**config.mk**
```make
export PLATFORM = sky130hd
export DESIGN_NAME = haar_ctrl
export DESIGN_NICKNAME = d
export VERILOG_FILES = /design/src/hdl/haar_pkg.sv /design/src/hdl/haar_ctrl.sv
export SDC_FILE = /design/constraint.sdc
export NUM_CORES = 1
export LEC_CHECK = 0
export BUFFER_PORTS_ARGS = -buffer_cell sky130_fd_sc_hd__buf_2
export CAP_MARGIN = 20
export CORE_AREA = 2 2 39 41
export DETAILED_ROUTE_END_ITERATION = 10
export DIE_AREA = 0 0 41 43
export SYNTH_ARGS = -nofsm -noshare
export SYNTH_HDL_FRONTEND = slang
export SYNTH_SLANG_ARGS = --single-unit
```
**constraint.sdc**
```tcl
create_clock -name clk -period 1.65 [get_ports clk]
set_input_delay 0.0825 -clock clk [delete_from_list [all_inputs] [get_ports clk]]
set_output_delay 0.0825 -clock clk [all_outputs]
set_load 0.02 [all_outputs]
```
**src/hdl/haar_pkg.sv**
```systemverilog
package haar_pkg;

  // default sizes
  localparam int DEF_MAX_WIDTH  = 64;
  localparam int DEF_MAX_HEIGHT = 64;
  localparam int DEF_SUM_BITS   = 24;

  // field widths
  localparam int IDX_W    = 12;
  localparam int VAL_IN_W = 24;
  localparam int TYPE_W   = 3;
  localparam int OFS_W    = 6;
  localparam int SIZE_W   = 7;
  localparam int FV_W     = 26;
  localparam int STATUS_W = 2;
  localparam int IN_DATA_W  = 80;
  localparam int OUT_DATA_W = 32;

  // config port
  localparam int CFG_IDX_W  = 1;
  localparam int CFG_DATA_W = 7;
  localparam logic [CFG_IDX_W-1:0] REG_IMAGE_WIDTH  = 1'b0;
  localparam logic [CFG_IDX_W-1:0] REG_IMAGE_HEIGHT = 1'b1;
  localparam logic [CFG_DATA_W-1:0] IMAGE_SIZE_RST  = 7'd64;

  // item kinds
  localparam logic KIND_WRITE = 1'b0;
  localparam logic KIND_EVAL  = 1'b1;

  // feature types
  localparam logic [TYPE_W-1:0] FT_VERT2  = 3'd0;
  localparam logic [TYPE_W-1:0] FT_HORIZ2 = 3'd1;
  localparam logic [TYPE_W-1:0] FT_VERT3  = 3'd2;
  localparam logic [TYPE_W-1:0] FT_HORIZ3 = 3'd3;
  localparam logic [TYPE_W-1:0] FT_CROSS  = 3'd4;

  // result status
  localparam logic [STATUS_W-1:0] ST_OK      = 2'd0;
  localparam logic [STATUS_W-1:0] ST_INVALID = 2'd1;
  localparam logic [STATUS_W-1:0] ST_OUTSIDE = 2'd2;

  localparam int VALUE_MAX = 33554431;
  localparam int VALUE_MIN = -33554432;

  // 16 corners: 4 rectangles x 4 corners
  localparam int CORNER_W = 4;

  typedef struct packed {
    logic                capture;
    logic                wr_en;
    logic                setup;
    logic                rd_en;
    logic [CORNER_W-1:0] corner;
    logic                acc_en;
    logic                out_load;
  } haar_cmd_t;

  typedef struct packed {
    logic error;
  } haar_sts_t;

endpackage

```
**src/hdl/haar_ctrl.sv**
```systemverilog
module haar_ctrl
  import haar_pkg::*;
(
  input  logic      clk,
  input  logic      rst,
  input  logic      in_valid,
  input  logic      in_kind,
  output logic      in_ready,
  output logic      out_valid,
  input  logic      out_ready,
  output haar_cmd_t cmd,
  input  haar_sts_t sts
);

  typedef enum logic [2:0] {
    S_IDLE,
    S_SETUP,
    S_READ,
    S_DRAIN,
    S_DONE
  } state_t;

  state_t              state;
  logic [CORNER_W-1:0] cnt;

  assign in_ready = (state == S_IDLE);

  always_comb begin
    cmd          = '0;
    cmd.capture  = (state == S_IDLE) && in_valid && (in_kind == KIND_EVAL);
    cmd.wr_en    = (state == S_IDLE) && in_valid && (in_kind == KIND_WRITE);
    cmd.setup    = (state == S_SETUP);
    cmd.rd_en    = (state == S_READ);
    cmd.corner   = cnt;
    // read data lands in the cycle after the address
    cmd.acc_en   = ((state == S_READ) && (cnt != '0)) || (state == S_DRAIN);
    cmd.out_load = (state == S_DONE) && (!out_valid || out_ready);
  end

  always_ff @(posedge clk) begin
    if (rst) begin
      state     <= S_IDLE;
      cnt       <= '0;
      out_valid <= 1'b0;
    end else begin
      if (cmd.out_load) begin
        out_valid <= 1'b1;
      end else if (out_ready) begin
        out_valid <= 1'b0;
      end
      unique case (state)
        S_IDLE: begin
          if (cmd.capture) begin
            state <= S_SETUP;
          end
        end
        S_SETUP: begin
          cnt <= '0;
          if (sts.error) begin
            state <= S_DONE;
          end else begin
            state <= S_READ;
          end
        end
        S_READ: begin
          cnt <= cnt + 1'b1;
          if (cnt == '1) begin
            state <= S_DRAIN;
          end
        end
        S_DRAIN: begin
          state <= S_DONE;
        end
        S_DONE: begin
          if (cmd.out_load) begin
            state <= S_IDLE;
          end
        end
        default: begin
          state <= S_IDLE;
        end
      endcase
    end
  end

endmodule

```
==> results.sh <==
export IMPL_core_area_um2=1380
export IMPL_htreeDepth=1
export IMPL_start_util_pct=33.9
export IMPL_overflow=0
export IMPL_pwr_density_cell_nw_per_um2=692
export IMPL_clockRootBuffer="clkbuf_4"
export IMPL_layout_drive_gt1_share_pct=33.8
export IMPL_cpLargestDelayFamily="flip-flops"
export IMPL_maxClockFrequency_mhz=650
export IMPL_dieArea_um2=1760
export IMPL_synth_seq_area_share_pct=34.1
export IMPL_crit_chain="inv_1 -> ha_1 -> nor4b_1 -> nor3b_1 -> buf_2"
export IMPL_grt_use_total_pct=13.9
export IMPL_syn_cell_area_um2=469
export IMPL_synthTopCellsByCount="8 x dfxtp_1, 4 x nor2_1, 4 x nor3b_1"
export IMPL_rsz0062_at_grt="no"
export IMPL_startpoint_type="flop"
export IMPL_finalSetupViolations=0
export IMPL_async_reset_ff_share_pct=0
export IMPL_routedWlPerCell_um=11.4
export IMPL_dpl_instance_area_um2=568
export IMPL_postSynthAreaPerCell_um2=8.38
export IMPL_synth_edf_count=0
export IMPL_drc=0
export IMPL_arrival_ns=1.46
export IMPL_synthCells=56
export IMPL_grt_pass1_wl_um=1630
export IMPL_drt_pass1_iterations=4
export IMPL_cts_tree="built"
export IMPL_die_h_um=43
export IMPL_status="completed"
export IMPL_nNetsFinal=84
export IMPL_crit_type="reg2out"
export IMPL_fill_cells=147
export IMPL_finalSetupTns_ns=0
export IMPL_yosys_area_top_type="dfxtp_1"
export IMPL_relSlewSlack_pct=79.1
export IMPL_min_period_ns=1.54
export IMPL_synth_distinct_cells=29
export IMPL_hold_path_class="in2reg"
export IMPL_multi_input_area_um2=284
export IMPL_cts_sinks=8
export IMPL_wirelength_um=1030
export IMPL_clk_path_buf_depth=2
export IMPL_antenna_left=0
export IMPL_ir_worst_vdd_uv=442
export IMPL_viasPerCell=5.29
export IMPL_worst_path_buf_inv=2
export IMPL_grt_pass1_vias=390
export IMPL_finalCritPeriodShare_pct=93.2
export IMPL_n_antenna_cell=0
export IMPL_synth_seq_cells=8
export IMPL_total_power_uw=411
export IMPL_yosys_warnings=0
export IMPL_cts_buffers=3
export IMPL_drv_cap=0
export IMPL_seq_area_um2=164
export IMPL_grt_max_degree=18
export IMPL_power_leakage_nw=0.262
export IMPL_clkTransAtPathRegs_ns=0.06
export IMPL_final_area_um2=594
export IMPL_area_growth_pct=26.7
export IMPL_skew_ns=0.00302
export IMPL_cts_setup_buffers=0
export IMPL_dp_hpwl_um=747
export IMPL_place_ws_ns=0.258
export IMPL_max_stage_delay_ns=0.44
export IMPL_synth_top_area_share_pct=34.1
export IMPL_routabilityCongestion=0.729
export IMPL_worst_pin_slew_ns=0.306
export IMPL_cpMaxStageDelayCell="dfxtp_1"
export IMPL_cp_required_ns=1.57
export IMPL_synthMostInstantiatedCell="dfxtp_1"
export IMPL_port_buffers=17
export IMPL_crit_path_end_kind="output pin"
export IMPL_cp_max_fo=7
export IMPL_fin_ws_ns=0.112
export IMPL_slew_viol_final=0
export IMPL_drt_initial_drc_count=2
export IMPL_synthFlopType="dfxtp_1"
export IMPL_rows=14
export IMPL_final_hold_violation_count=0
export IMPL_ios=18
export IMPL_die_w_um=41
export IMPL_synth_nets=64
export IMPL_clk_latency_ns=0.25
export IMPL_synth_area_leaders="dfxtp_1 34%, nor3b_1 6.4%, nor4b_1 5.6%"
export IMPL_grt_antenna_before_repair=0
export IMPL_vias=476
-- layout make-up --
cell class              instances  share of cell area (%)
clock buffers                   3                    3.79
well taps                      16                    3.37
inverters                       3                    1.89
repair buffers                 18                    15.6
multi-input cells              42                    47.8
flip-flops and latches          8                    27.6
-- layout by cell type, fill, tap and decap left out, drive strengths merged, types with 2 or more instances in the layout --
cell type / instances
a211oi: 2
a21oi: 3
buf: 18
clkbuf: 3
dfxtp: 8
ha: 2
inv: 3
nand2: 2
nand4: 2
nor2: 4
nor3: 3
nor3b: 4
nor4b: 3
o21ai: 2
-- flip-flops by register name, indices dropped and copies added, names as in the netlist --
| register | count |
|---|---|
| state | 3 |
| out_valid | 1 |
| cnt | 4 |
-- cells by family after synthesis --
| kind of cell | share of synthesized area (%) |
|---|---|
| adder cells (fa/ha/maj) | 5.33 |
| AO/OA/AOI/OAI | 15.2 |
| multiplexers | 2.13 |
| flip-flops | 34.1 |
| AND/OR/NAND/NOR | 37.9 |
| buffers and inverters | 5.33 |
-- layer usage --
metal	global-route usage (%)	vias up	routed length [µm]
li1	-	248	-
met1	17.3	213	486
met2	19.1	13	482
met3	4.71	2	51
met4	10.0	0	10
met5	0	-	0
-- report_power, final --
group | internal, mW | switching, mW
logic | 0.0226 | 0.0286
registers | 0.197 | 0.00999
clock network | 0.0835 | 0.0695
-- final timing paths --
check                                            from               endpoint  slack [ns]  cells past startpoint
worst max-delay path              cnt[0]$_SDFFE_PP0P_                 cmd[1]        0.11                      5
worst min-delay path                              rst  state[1]$_SDFFE_PP0P_         0.1                      2
worst max register to register    cnt[0]$_SDFFE_PP0P_    cnt[1]$_SDFFE_PP0P_        0.36                      5
worst min register to register  state[2]$_SDFFE_PP0P_  state[1]$_SDFFE_PP0P_        0.51                      1
-- metrics by stage --
step	hold slack, ns	cells	util [%]
detailed placement	0.366	87	41.0
global placement	0.369	87	41.0
finish	0.0987	90	42.9
global route	0.0975	90	42.9
CTS	0.0926	90	42.7
floorplan	0.152	56	-
-- timing repair --
item                                    in CTS  in global routing
hold buffers                                 0                  0
endpoints found under the setup margin       0                  1
gates resized for setup                      0                  3
(Power assumes the default switching activity.)
